`src/rtl/cvgt_pkg.sv`:
```
// ----------------------------------------------------------------------------
// Gesture trigger package
// Widths, register indexes, action codes and reset values of the trigger.
// ----------------------------------------------------------------------------
package cvgt_pkg;

  localparam int unsigned CLK_W      = 32;
  localparam int unsigned COORD_W    = 16;
  localparam int unsigned THR_W      = 16;
  localparam int unsigned CFG_ADDR_W = 2;
  localparam int unsigned ACT_W      = 2;

  localparam int unsigned DIFF_W  = COORD_W + 1;
  localparam int unsigned CROSS_W = 33;
  localparam int unsigned D2_W    = 34;
  localparam int unsigned TSQ_W   = 2 * THR_W;
  localparam int unsigned OPND_W  = 35;
  localparam int unsigned PROD_W  = 2 * OPND_W;
  localparam int unsigned CMP_W   = 67;
  localparam int unsigned STEP_W  = 5;

  typedef logic signed [COORD_W-1:0] coord_t;
  typedef logic [ACT_W-1:0] action_t;

  localparam logic [CFG_ADDR_W-1:0] REG_TICK_DIV  = 2'd0;
  localparam logic [CFG_ADDR_W-1:0] REG_START_THR = 2'd1;
  localparam logic [CFG_ADDR_W-1:0] REG_STOP_THR  = 2'd2;

  localparam action_t ACT_NONE    = 2'd0;
  localparam action_t ACT_RESTART = 2'd1;
  localparam action_t ACT_STOP    = 2'd2;

  localparam logic [THR_W-1:0] TICK_DIV_RST  = 16'd1;
  localparam logic [THR_W-1:0] START_THR_RST = 16'd1500;
  localparam logic [THR_W-1:0] STOP_THR_RST  = 16'd110;

endpackage

```
`src/rtl/cvgt_in_if.sv`:
```
// ----------------------------------------------------------------------------
// Gesture trigger input channel
// One tick request: counter value, valid flags, velocity and positions.
// ----------------------------------------------------------------------------
interface cvgt_in_if;
  import cvgt_pkg::*;

  logic             valid;
  logic             ready;
  logic [CLK_W-1:0] clock_count;
  logic             joint_valid;
  logic             anchor_valid;
  coord_t           vel_x;
  coord_t           vel_y;
  coord_t           vel_z;
  coord_t           pos_x;
  coord_t           pos_y;
  coord_t           pos_z;
  coord_t           anchor_x;
  coord_t           anchor_y;
  coord_t           anchor_z;

  modport source (
    output valid, clock_count, joint_valid, anchor_valid,
    output vel_x, vel_y, vel_z, pos_x, pos_y, pos_z, anchor_x, anchor_y, anchor_z,
    input  ready
  );

  modport sink (
    input  valid, clock_count, joint_valid, anchor_valid,
    input  vel_x, vel_y, vel_z, pos_x, pos_y, pos_z, anchor_x, anchor_y, anchor_z,
    output ready
  );

  modport monitor (
    input valid, ready, clock_count, joint_valid, anchor_valid,
    input vel_x, vel_y, vel_z, pos_x, pos_y, pos_z, anchor_x, anchor_y, anchor_z
  );

endinterface

```
`src/rtl/cvgt_out_if.sv`:
```
// ----------------------------------------------------------------------------
// Gesture trigger result channel
// One result request per tick: action code and the playing flag.
// ----------------------------------------------------------------------------
interface cvgt_out_if;
  import cvgt_pkg::*;

  logic    valid;
  logic    ready;
  action_t action;
  logic    playing_now;

  modport source (
    output valid, action, playing_now,
    input  ready
  );

  modport sink (
    input  valid, action, playing_now,
    output ready
  );

  modport monitor (
    input valid, ready, action, playing_now
  );

endinterface

```
`src/rtl/cross_velocity_gesture_trigger_top.sv`:
```
// ----------------------------------------------------------------------------
// Cross velocity gesture trigger
// Each request passes through the accept, 17 sequencer steps around the one shared
// 35x35 multiplier and the result load; a new request is taken only after the
// result load returns the sequencer to idle. A stalled result holds the block longer.
// Synchronous active-low reset idles the sequencer, clears the playing flag and
// the result valid, and loads the register defaults.
// ----------------------------------------------------------------------------
module cross_velocity_gesture_trigger_top (
  input  logic                                clk,
  input  logic                                rst_n,
  input  logic                                cfg_we,
  input  logic [cvgt_pkg::CFG_ADDR_W-1:0]     cfg_addr,
  input  logic [cvgt_pkg::THR_W-1:0]          cfg_wdata,
  cvgt_in_if.sink                             in_if,
  cvgt_out_if.source                          out_if
);
  import cvgt_pkg::*;

  localparam logic [1:0] ST_IDLE = 2'd0;
  localparam logic [1:0] ST_RUN  = 2'd1;
  localparam logic [1:0] ST_FIN  = 2'd2;

  localparam logic [STEP_W-1:0] STEP_LAST = 5'd16;

  logic [THR_W-1:0]  tick_div_r;
  logic [THR_W-1:0]  start_thr_r;
  logic [THR_W-1:0]  stop_thr_r;
  logic              playing_r;

  logic [1:0]        state_r;
  logic [1:0]        state_nxt;
  logic [STEP_W-1:0] step_r;

  logic [CLK_W-1:0]  clk_sh_r;
  logic              jv_r;
  logic              av_r;
  coord_t            vel_x_r, vel_y_r, vel_z_r;
  coord_t            pos_x_r, pos_y_r, pos_z_r;
  coord_t            anc_x_r, anc_y_r, anc_z_r;

  logic [THR_W-1:0]  rem_r;
  logic signed [PROD_W-1:0]  p_r;
  logic signed [PROD_W-1:0]  acc_r;
  logic signed [CROSS_W-1:0] cx_r, cy_r, cz_r;
  logic [D2_W-1:0]   d2_r;
  logic [TSQ_W-1:0]  ts_r;
  logic [TSQ_W-1:0]  tp_r;
  logic [CMP_W-1:0]  c2_r;
  logic              gt_r;
  logic              lt_r;

  logic              out_valid_r;
  action_t           out_action_r;
  logic              out_playing_r;

  logic                      in_fire;
  logic                      out_load;
  logic signed [DIFF_W-1:0]  dx, dy, dz;
  logic signed [OPND_W-1:0]  op_a, op_b;
  logic signed [PROD_W-1:0]  acc_sum, acc_dif;
  logic [THR_W:0]            dv;
  logic [THR_W:0]            t1, t2;
  logic [THR_W-1:0]          r1, r2;
  logic                      eval_ok;
  logic                      cx_pos;
  logic                      start_hit;
  logic                      stop_hit;

  assign in_if.ready = rst_n && (state_r == ST_IDLE);
  assign in_fire     = in_if.valid && in_if.ready;
  assign out_load    = (state_r == ST_FIN) && (!out_valid_r || out_if.ready);

  assign dx = DIFF_W'(pos_x_r) - DIFF_W'(anc_x_r);
  assign dy = DIFF_W'(pos_y_r) - DIFF_W'(anc_y_r);
  assign dz = DIFF_W'(pos_z_r) - DIFF_W'(anc_z_r);

  // Remainder of the tick count, two dividend bits per cycle.
  assign dv = (tick_div_r == '0) ? (THR_W+1)'(1) : {1'b0, tick_div_r};
  assign t1 = {rem_r, clk_sh_r[CLK_W-1]};
  assign r1 = (t1 >= dv) ? THR_W'(t1 - dv) : t1[THR_W-1:0];
  assign t2 = {r1, clk_sh_r[CLK_W-2]};
  assign r2 = (t2 >= dv) ? THR_W'(t2 - dv) : t2[THR_W-1:0];

  // Operand selection for the shared multiplier.
  always_comb begin
    op_a = '0;
    op_b = '0;
    unique case (step_r)
      5'd0:  begin op_a = OPND_W'(vel_y_r);     op_b = OPND_W'(dz); end
      5'd1:  begin op_a = OPND_W'(vel_z_r);     op_b = OPND_W'(dy); end
      5'd2:  begin op_a = OPND_W'(vel_z_r);     op_b = OPND_W'(dx); end
      5'd3:  begin op_a = OPND_W'(vel_x_r);     op_b = OPND_W'(dz); end
      5'd4:  begin op_a = OPND_W'(vel_x_r);     op_b = OPND_W'(dy); end
      5'd5:  begin op_a = OPND_W'(vel_y_r);     op_b = OPND_W'(dx); end
      5'd6:  begin op_a = OPND_W'(dx);          op_b = OPND_W'(dx); end
      5'd7:  begin op_a = OPND_W'(dy);          op_b = OPND_W'(dy); end
      5'd8:  begin op_a = OPND_W'(dz);          op_b = OPND_W'(dz); end
      5'd9:  begin op_a = OPND_W'(start_thr_r); op_b = OPND_W'(start_thr_r); end
      5'd10: begin op_a = OPND_W'(stop_thr_r);  op_b = OPND_W'(stop_thr_r); end
      5'd11: begin op_a = OPND_W'(cx_r);        op_b = OPND_W'(cx_r); end
      5'd12: begin op_a = OPND_W'(cy_r);        op_b = OPND_W'(cy_r); end
      5'd13: begin op_a = OPND_W'(cz_r);        op_b = OPND_W'(cz_r); end
      5'd14: begin op_a = OPND_W'(ts_r);        op_b = OPND_W'(d2_r); end
      5'd15: begin op_a = OPND_W'(tp_r);        op_b = OPND_W'(d2_r); end
      default: begin op_a = '0; op_b = '0; end
    endcase
  end

  assign acc_sum = acc_r + p_r;
  assign acc_dif = acc_r - p_r;

  assign eval_ok   = (rem_r == '0) && jv_r && av_r && !(dx == '0 && dy == '0 && dz == '0);
  assign cx_pos    = !cx_r[CROSS_W-1] && (cx_r != '0);
  assign start_hit = eval_ok && gt_r && cx_pos && !playing_r;
  assign stop_hit  = eval_ok && !start_hit && lt_r && playing_r;

  always_comb begin
    state_nxt = state_r;
    unique case (state_r)
      ST_IDLE: if (in_fire) begin
        state_nxt = ST_RUN;
      end
      ST_RUN: if (step_r == STEP_LAST) begin
        state_nxt = ST_FIN;
      end
      ST_FIN: if (out_load) begin
        state_nxt = ST_IDLE;
      end
      default: state_nxt = ST_IDLE;
    endcase
  end

  always_ff @(posedge clk) begin
    if (!rst_n) begin
      tick_div_r  <= TICK_DIV_RST;
      start_thr_r <= START_THR_RST;
      stop_thr_r  <= STOP_THR_RST;
    end else if (cfg_we) begin
      unique case (cfg_addr)
        REG_TICK_DIV:  tick_div_r  <= cfg_wdata;
        REG_START_THR: start_thr_r <= cfg_wdata;
        REG_STOP_THR:  stop_thr_r  <= cfg_wdata;
        default: ;
      endcase
    end
  end

  always_ff @(posedge clk) begin
    if (!rst_n) begin
      state_r     <= ST_IDLE;
      step_r      <= '0;
      playing_r   <= 1'b0;
      out_valid_r <= 1'b0;
    end else begin
      state_r <= state_nxt;
      if (in_fire) begin
        step_r <= '0;
      end else if (state_r == ST_RUN) begin
        step_r <= step_r + 1'b1;
      end
      if (out_load) begin
        out_valid_r <= 1'b1;
        if (start_hit) begin
          playing_r <= 1'b1;
        end else if (stop_hit) begin
          playing_r <= 1'b0;
        end
      end else if (out_if.ready) begin
        out_valid_r <= 1'b0;
      end
    end
  end

  always_ff @(posedge clk) begin
    if (in_fire) begin
      clk_sh_r <= in_if.clock_count;
      jv_r     <= in_if.joint_valid;
      av_r     <= in_if.anchor_valid;
      vel_x_r  <= in_if.vel_x;
      vel_y_r  <= in_if.vel_y;
      vel_z_r  <= in_if.vel_z;
      pos_x_r  <= in_if.pos_x;
      pos_y_r  <= in_if.pos_y;
      pos_z_r  <= in_if.pos_z;
      anc_x_r  <= in_if.anchor_x;
      anc_y_r  <= in_if.anchor_y;
      anc_z_r  <= in_if.anchor_z;
      rem_r    <= '0;
    end else if (state_r == ST_RUN && !step_r[STEP_W-1]) begin
      clk_sh_r <= clk_sh_r << 2;
      rem_r    <= r2;
    end
  end

  always_ff @(posedge clk) begin
    if (state_r == ST_RUN) begin
      p_r <= op_a * op_b;
      unique case (step_r)
        5'd1, 5'd3, 5'd5, 5'd7, 5'd12: acc_r <= p_r;
        5'd8, 5'd13: acc_r <= acc_sum;
        5'd2:  cx_r <= acc_dif[CROSS_W-1:0];
        5'd4:  cy_r <= acc_dif[CROSS_W-1:0];
        5'd6:  cz_r <= acc_dif[CROSS_W-1:0];
        5'd9:  d2_r <= acc_sum[D2_W-1:0];
        5'd10: ts_r <= p_r[TSQ_W-1:0];
        5'd11: tp_r <= p_r[TSQ_W-1:0];
        5'd14: c2_r <= acc_sum[CMP_W-1:0];
        5'd15: gt_r <= c2_r > p_r[CMP_W-1:0];
        5'd16: lt_r <= c2_r < p_r[CMP_W-1:0];
        default: ;
      endcase
    end
  end

  always_ff @(posedge clk) begin
    if (out_load) begin
      out_playing_r <= (playing_r || start_hit) && !stop_hit;
      if (start_hit) begin
        out_action_r <= ACT_RESTART;
      end else if (stop_hit) begin
        out_action_r <= ACT_STOP;
      end else begin
        out_action_r <= ACT_NONE;
      end
    end
  end

  assign out_if.valid       = out_valid_r;
  assign out_if.action      = out_action_r;
  assign out_if.playing_now = out_playing_r;

endmodule

```
`src/flat_wrapper.sv`:
```
// flat-port wrapper written by rule: the top's interface ports become plain ports
module cross_velocity_gesture_trigger_top_flat import cvgt_pkg::*;
  (clk, rst_n, cfg_we, cfg_addr, cfg_wdata, in_if_valid, in_if_clock_count, in_if_joint_valid, in_if_anchor_valid, in_if_vel_x, in_if_vel_y, in_if_vel_z, in_if_pos_x, in_if_pos_y, in_if_pos_z, in_if_anchor_x, in_if_anchor_y, in_if_anchor_z, in_if_ready, out_if_valid, out_if_action, out_if_playing_now, out_if_ready);
  cvgt_in_if in_if_i ();
  cvgt_out_if out_if_i ();
  input  logic clk;
  input  logic rst_n;
  input  logic cfg_we;
  input  logic [cvgt_pkg::CFG_ADDR_W-1:0] cfg_addr;
  input  logic [cvgt_pkg::THR_W-1:0] cfg_wdata;
  input wire logic [$bits(in_if_i.valid)-1:0] in_if_valid;
  input wire logic [$bits(in_if_i.clock_count)-1:0] in_if_clock_count;
  input wire logic [$bits(in_if_i.joint_valid)-1:0] in_if_joint_valid;
  input wire logic [$bits(in_if_i.anchor_valid)-1:0] in_if_anchor_valid;
  input wire logic [$bits(in_if_i.vel_x)-1:0] in_if_vel_x;
  input wire logic [$bits(in_if_i.vel_y)-1:0] in_if_vel_y;
  input wire logic [$bits(in_if_i.vel_z)-1:0] in_if_vel_z;
  input wire logic [$bits(in_if_i.pos_x)-1:0] in_if_pos_x;
  input wire logic [$bits(in_if_i.pos_y)-1:0] in_if_pos_y;
  input wire logic [$bits(in_if_i.pos_z)-1:0] in_if_pos_z;
  input wire logic [$bits(in_if_i.anchor_x)-1:0] in_if_anchor_x;
  input wire logic [$bits(in_if_i.anchor_y)-1:0] in_if_anchor_y;
  input wire logic [$bits(in_if_i.anchor_z)-1:0] in_if_anchor_z;
  output wire logic [$bits(in_if_i.ready)-1:0] in_if_ready;
  output wire logic [$bits(out_if_i.valid)-1:0] out_if_valid;
  output wire logic [$bits(out_if_i.action)-1:0] out_if_action;
  output wire logic [$bits(out_if_i.playing_now)-1:0] out_if_playing_now;
  input wire logic [$bits(out_if_i.ready)-1:0] out_if_ready;
  assign in_if_i.valid = in_if_valid;
  assign in_if_i.clock_count = in_if_clock_count;
  assign in_if_i.joint_valid = in_if_joint_valid;
  assign in_if_i.anchor_valid = in_if_anchor_valid;
  assign in_if_i.vel_x = in_if_vel_x;
  assign in_if_i.vel_y = in_if_vel_y;
  assign in_if_i.vel_z = in_if_vel_z;
  assign in_if_i.pos_x = in_if_pos_x;
  assign in_if_i.pos_y = in_if_pos_y;
  assign in_if_i.pos_z = in_if_pos_z;
  assign in_if_i.anchor_x = in_if_anchor_x;
  assign in_if_i.anchor_y = in_if_anchor_y;
  assign in_if_i.anchor_z = in_if_anchor_z;
  assign in_if_ready = in_if_i.ready;
  assign out_if_valid = out_if_i.valid;
  assign out_if_action = out_if_i.action;
  assign out_if_playing_now = out_if_i.playing_now;
  assign out_if_i.ready = out_if_ready;
  cross_velocity_gesture_trigger_top u_core (.clk(clk), .rst_n(rst_n), .cfg_we(cfg_we), .cfg_addr(cfg_addr), .cfg_wdata(cfg_wdata), .in_if(in_if_i), .out_if(out_if_i));
endmodule
```
`config.mk`:
```
export PLATFORM = sky130hd
export DESIGN_NAME = cross_velocity_gesture_trigger_top_flat
export DESIGN_NICKNAME = d
export VERILOG_FILES = /design/src/rtl/cvgt_pkg.sv /design/src/rtl/cvgt_in_if.sv /design/src/rtl/cvgt_out_if.sv /design/src/rtl/cross_velocity_gesture_trigger_top.sv /design/src/flat_wrapper.sv
export SDC_FILE = /design/constraint.sdc
export NUM_CORES = 2
export LEC_CHECK = 0
export BUFFER_PORTS_ARGS = -buffer_cell sky130_fd_sc_hd__clkbuf_2
export CAP_MARGIN = 10
export CORE_UTILIZATION = 50
export CTS_BUF_LIST = sky130_fd_sc_hd__clkbuf_16
export CTS_CLUSTER_SIZE = 16
export DETAILED_ROUTE_END_ITERATION = 6
export PLACE_DENSITY = 0.66
export SLEW_MARGIN = 20
export SYNTH_ARGS = -nofsm -noshare
export SYNTH_HDL_FRONTEND = slang
export SYNTH_SLANG_ARGS = --single-unit
```
`constraint.sdc`:
```
create_clock -name clk -period 12 [get_ports clk]
set_input_delay 0.6 -clock clk [delete_from_list [all_inputs] [get_ports clk]]
set_output_delay 0.6 -clock clk [all_outputs]
set_load 0.1 [all_outputs]
```
Yosys cells after proc, flatten, opt, wreduce, memory -nomap -nowiden:

Cells that the tools add are included.

* register bits: 660

* add/sub/neg operators: 8
* multiply operators: 1
* $lt $le $gt $ge: 4
* equality and inequality tests: 23
* multiplexer cells: 17
* bitwise logic cells: 1
* reduce and logical (&&, ||, !) cells: 64

Operator list (count)
* $pmux 35 s13: 1
* $pmux 35 s9: 1
* $pmux 70 s2: 1
* $add 70x70->70: 1
* $mul 35x35->70: 1
* $gt 67x67->1: 1
* $lt 67x67->1: 1
* $mux 32: 2
* $logic_not 17->1: 3
* $sub 16x16->17: 3
* $mux 16: 3
* $eq 5x4->1 const B: 8
* $ge 17x16->1: 2
* $reduce_bool 33->1: 1
* $sub 33x33->33: 1
* $logic_not 16->1: 2
* $sub 16x16->16: 2
* $reduce_and 2->1: 14
* $eq 5x3->1 const B: 4
* $logic_and 1x1->1: 17
* $reduce_or 2->1: 6
* $eq 5x2->1 const B: 2
* $reduce_or 3->1: 3
* $mux 2: 4
* 16 further kinds: 34

Depth between registers and ports, before layout:

* word-level depth: 15
* gate-level depth with buffers: 43
* depth with buffers taken out: 41

Worst setup path before layout:

OpenSTA, ideal clock, no wires.

* kind: register to register
* from: register u_core.anc_z_r[0]
* to: register u_core.p_r[62] (data pin)
* arrival: 10.039 ns
* data required time: 11.742 ns
* path slack: 1.703 ns
* stages on the path, launching flop included: 41
* period minus slack after synthesis: 10.297 ns
* cells stage by stage: edfxtp_1 > ha_1 > fa_1 > nor2b_1 > o31a_1 > o2111ai_1 > a211oi_1 > a211o_1 > a21oi_1 > a211o_1 > a211oi_2 > buf_4 > a41o_1 > buf_2 > nor2_1 > fa_1 > inv_1 > fa_1 > [5 not listed] > fa_1 > inv_1 > fa_1 > inv_1 > fa_1 > fa_1 > ha_1 > and3_1 > a221o_1 > a21oi_1 > o221ai_1 > nor2_1 > o41a_1 > o41a_1 > a311o_1 > nor2b_4 > o21ai_2 > xnor2_1

* longest elaborated chain between the ends: 3

RTL lines
* start, declared: RTL line cross_velocity_gesture_trigger_top.sv:40 `coord_t anc_x_r, anc_y_r, anc_z_r;`
* start signal, assigned: RTL line cross_velocity_gesture_trigger_top.sv:188 `anc_z_r <= in_if.anchor_z;`
* $sub 16x16->17 *: RTL line cross_velocity_gesture_trigger_top.sv:76 `assign dz = DIFF_W'(pos_z_r) - DIFF_W'(anc_z_r);`
* $pmux 35 s13 / $pmux 35 s9 (equally long branches): RTL line cross_velocity_gesture_trigger_top.sv:89 `unique case (step_r)`
* $mul 35x35->70 *: RTL line cross_velocity_gesture_trigger_top.sv:198 `p_r <= op_a * op_b;`
* end signal, assigned: RTL line cross_velocity_gesture_trigger_top.sv:198
* end, declared: RTL line cross_velocity_gesture_trigger_top.sv:43 `logic signed [PROD_W-1:0] p_r;`

Mark *: on every way between the ends. The rest lies on a longest branch, timed or not.
A chain may end at the register's enable or synchronous reset.

Final worst setup path:

* from: register u_core.anc_z_r[0]
* to: register u_core.p_r[61] (data pin)

Same word-level chain as after synthesis.

==> flow_summary.json <==
{
  "path_class": "reg2reg",
  "synthSimpleGateAreaFrac": 0.130,
  "cp-start-kind": "register",
  "yosys_register_bits": 654,
  "ff2ff_setup_slack_ns": 0.40,
  "ys.flop_type": "edfxtp_1",
  "clk_latency_ns": 0.70,
  "drtAntennaViolNets": 0,
  "synth_fa_ha_area_frac": 0.400,
  "fp.dieW_um": 393,
  "synth_top_family_by_area": "adder cells",
  "regToRegStartpoint": "u_core.anc_z_r[0]",
  "drtIter0Drc": 5430,
  "whs_path_depth": 1,
  "synth_commonest_cells": "1465 x inv_1, 1242 x fa_1, 954 x nor2_1",
  "slew_viol_final": 0,
  "routed_wl_um": 246000,
  "root_buffer": "clkbuf_16",
  "synth_mux_area_frac": 0.0102,
  "nets": 9881,
  "synth-seq-area-share": 0.248,
  "setup_viol": 0,
  "slew_headroom": 0.241,
  "slowest_stage": "and3_1",
  "max-cap-violations": 0,
  "status": "finished with violations",
  "grt_pass1_wl_um": 369000,
  "cts_tree": "built",
  "skew_ns": 0.0494,
  "rows": 143,
  "synth_top_cell_area_share": 0.326,
  "die_y_um": 393,
  "io_buffers": 205,
  "synth_nets": 9689,
  "worst_path_largest_cell_delay_ns": 0.82,
  "fmax_ghz": 0.0862,
  "crit_fanout": 34,
  "async_flop_share": 0,
  "grt_max_degree": 76,
  "diodes": 0,
  "drive_gt1_frac": 0.0956,
  "synth.most_common_cell": "inv_1",
  "grt_usage": 0.323,
  "rsz0062_at_grt": "yes",
  "grt_pass1_vias": 60964,
  "synth_area_um2": 76400,
  "clock_path_buffers": 3,
  "synth_edf_count": 581,
  "wire_per_inst_um": 24.4,
  "fin_crit_sh": 0.967,
  "worst_r2r_path_depth": 36,
  "layout_setup_ws_ns": 0.401,
  "antenna_found_initial": 12,
  "syn2layout_area_growth_pct": 9.24,
  "grt-ovfl-total": 0,
  "violations": "design-rule violations",
  "period_minus_slack_ns": 11.60,
  "min_from": "in_if_pos_x[4]",
  "syn_inst": 7794,
  "worstMarginPinSlew_ns": 1.14,
  "clk_pin_slew_ns": 0.06,
  "vias": 58620,
  "synth_compound_area_frac": 0.0967,
  "cts_made_buffers": 72,
  "ctsHoldBuffers": 0,
  "io_pins": 206,
  "end_kind": "register",
  "critical_path_required_ns": 12.41,
  "dr.pass1.iters": 7,
  "initial_core_util": 0.503,
  "r2r-end": "u_core.p_r[61]",
  "synthDistinctLibCells": 104,
  "crit_arrival_ns": 12.01,
  "fillers": 13674,
  "worstHoldEndpoint": "u_core.pos_x_r[4]",
  "cts.sinks": 654,
  "ys_warn_count": 0,
  "synth-xor-area-share": 0.0251,
  "synth.area.top_cells": "fa_1 33%, edfxtp_1 23%, ha_1 7.4%, inv_1 7.2%, nor2_1 4.7%",
  "viasPerCell": 5.82,
  "dp_slack_ns": 0.271,
  "place_congestion": 0.993,
  "core_area_um2": 152000,
  "hold_class": "in2reg",
  "dieArea_um2": 154000,
  "regArea_um2": 18900,
  "avgSynthCellArea_um2": 9.80,
  "fin_area_um2": 83400,
  "placed_cell_area_um2": 80900,
  "yosysTopAreaCell": "fa_1",
  "hold_viol_final": 0,
  "multi_input_area_um2": 50800,
  "post-dp-hpwl_um": 197000,
  "cts_max_level": 3,
  "drc": 4,
  "crit_top_cell": "fa_1"
}
## state kept, by name, summed over array words and instances (netlist names), 32 cells and up
register,count
u_core.ts_r,32
u_core.d2_r,34
u_core.c2_r,67
u_core.p_r,67
u_core.cx_r,33
u_core.cy_r,33
u_core.clk_sh_r,32
u_core.cz_r,33
u_core.acc_r,67
u_core.tp_r,32
## critical path, delay by kind of cell (launching register included)
| kind | cells | cell delay [ns] |
|---|---|---|
| AND/OR/NAND/NOR | 6 | 1.91 |
| AO/OA/AOI/OAI | 10 | 2.42 |
| buffers and inverters | 8 | 1.42 |
| adder cells (fa/ha/maj) | 11 | 5.02 |
| XOR/XNOR | 1 | 0.09 |
| flip-flops | 1 | 0.37 |
## kinds of logic (layout without fill, tap and decap cells)
group,after synthesis,after routing
AO/OA/AOI/OAI,1063,1063
XOR/XNOR,219,219
adder cells (fa/ha/maj),1694,1694
buffers and inverters,1827,2077
flip-flops,654,654
multiplexers,71,71
AND/OR/NAND/NOR,2266,2266
## stage by stage
step	utilization	TNS [ns]	std cells	hold slack, ns
after global placement	0.533	0	9932	0.454
final	0.550	0	10074	0.0746
after detailed placement	0.533	0	9934	0.456
after floorplan	-	0	7794	0.441
after CTS	0.549	0	10066	0.0441
after global routing	0.550	-0.0262	10074	0.0609
## metal layers
metal / vias to the layer above / wire length, um / GRT usage
met3: 730 / 23700 / 0.0703
met1: 29595 / 89900 / 0.394
met4: 8 / 16700 / 0.186
met5: - / 58 / 0
met2: 2929 / 115000 / 0.528
li1: 25358 / - / -
## cells in the final DEF (no fill, tap or decap), types with 36 or more instances in the layout
cell	n
nor2b_1	48
a22oi_1	41
inv_1	1476
clkbuf_16	74
a222oi_1	36
nand4_1	60
xor2_1	59
nor2_1	950
fa_1	1241
xnor2_1	160
o21a_1	43
nand3_1	98
clkbuf_2	205
mux2_2	54
o21ai_0	172
nor3_1	72
nand2_1	731
a21oi_1	261
and3_1	38
edfxtp_1	581
a21boi_0	41
buf_4	251
ha_1	452
nand2b_1	86
dfxtp_1	72
a21o_1	112
## repair_timing
item,in CTS,in global routing
endpoints found under the setup margin,0,12
setup buffers,0,6
gates resized for setup,0,16
endpoints found under the hold margin,0,0
## area by class of cell
| cell class | count | area share |
|---|---|---|
| Sequential cell | 654 | 0.227 |
| Timing Repair Buffer | 475 | 0.0389 |
| Multi-Input combinational cell | 5313 | 0.609 |
| Inverter | 1470 | 0.0663 |
| Clock inverter | 58 | 0.00661 |
| Clock buffer | 74 | 0.0222 |
| Tap cell | 2030 | 0.0304 |
## worst max-delay path by stage
stage,start,slack (ns),depth (start not counted),end
floorplan,u_core.anc_z_r[0],1.70,40,u_core.p_r[62]
global placement,u_core.anc_z_r[0],0.35,37,u_core.p_r[61]
detailed placement,u_core.anc_z_r[0],0.27,37,u_core.p_r[61]
CTS,u_core.anc_z_r[0],0.19,37,u_core.p_r[61]
global route,u_core.anc_z_r[0],-0.01,38,u_core.p_r[61]
finish,u_core.anc_z_r[0],0.40,36,u_core.p_r[61]
Power is not shown: default switching activity piles up to over one toggle a cycle in this logic, so the estimate is an artifact.
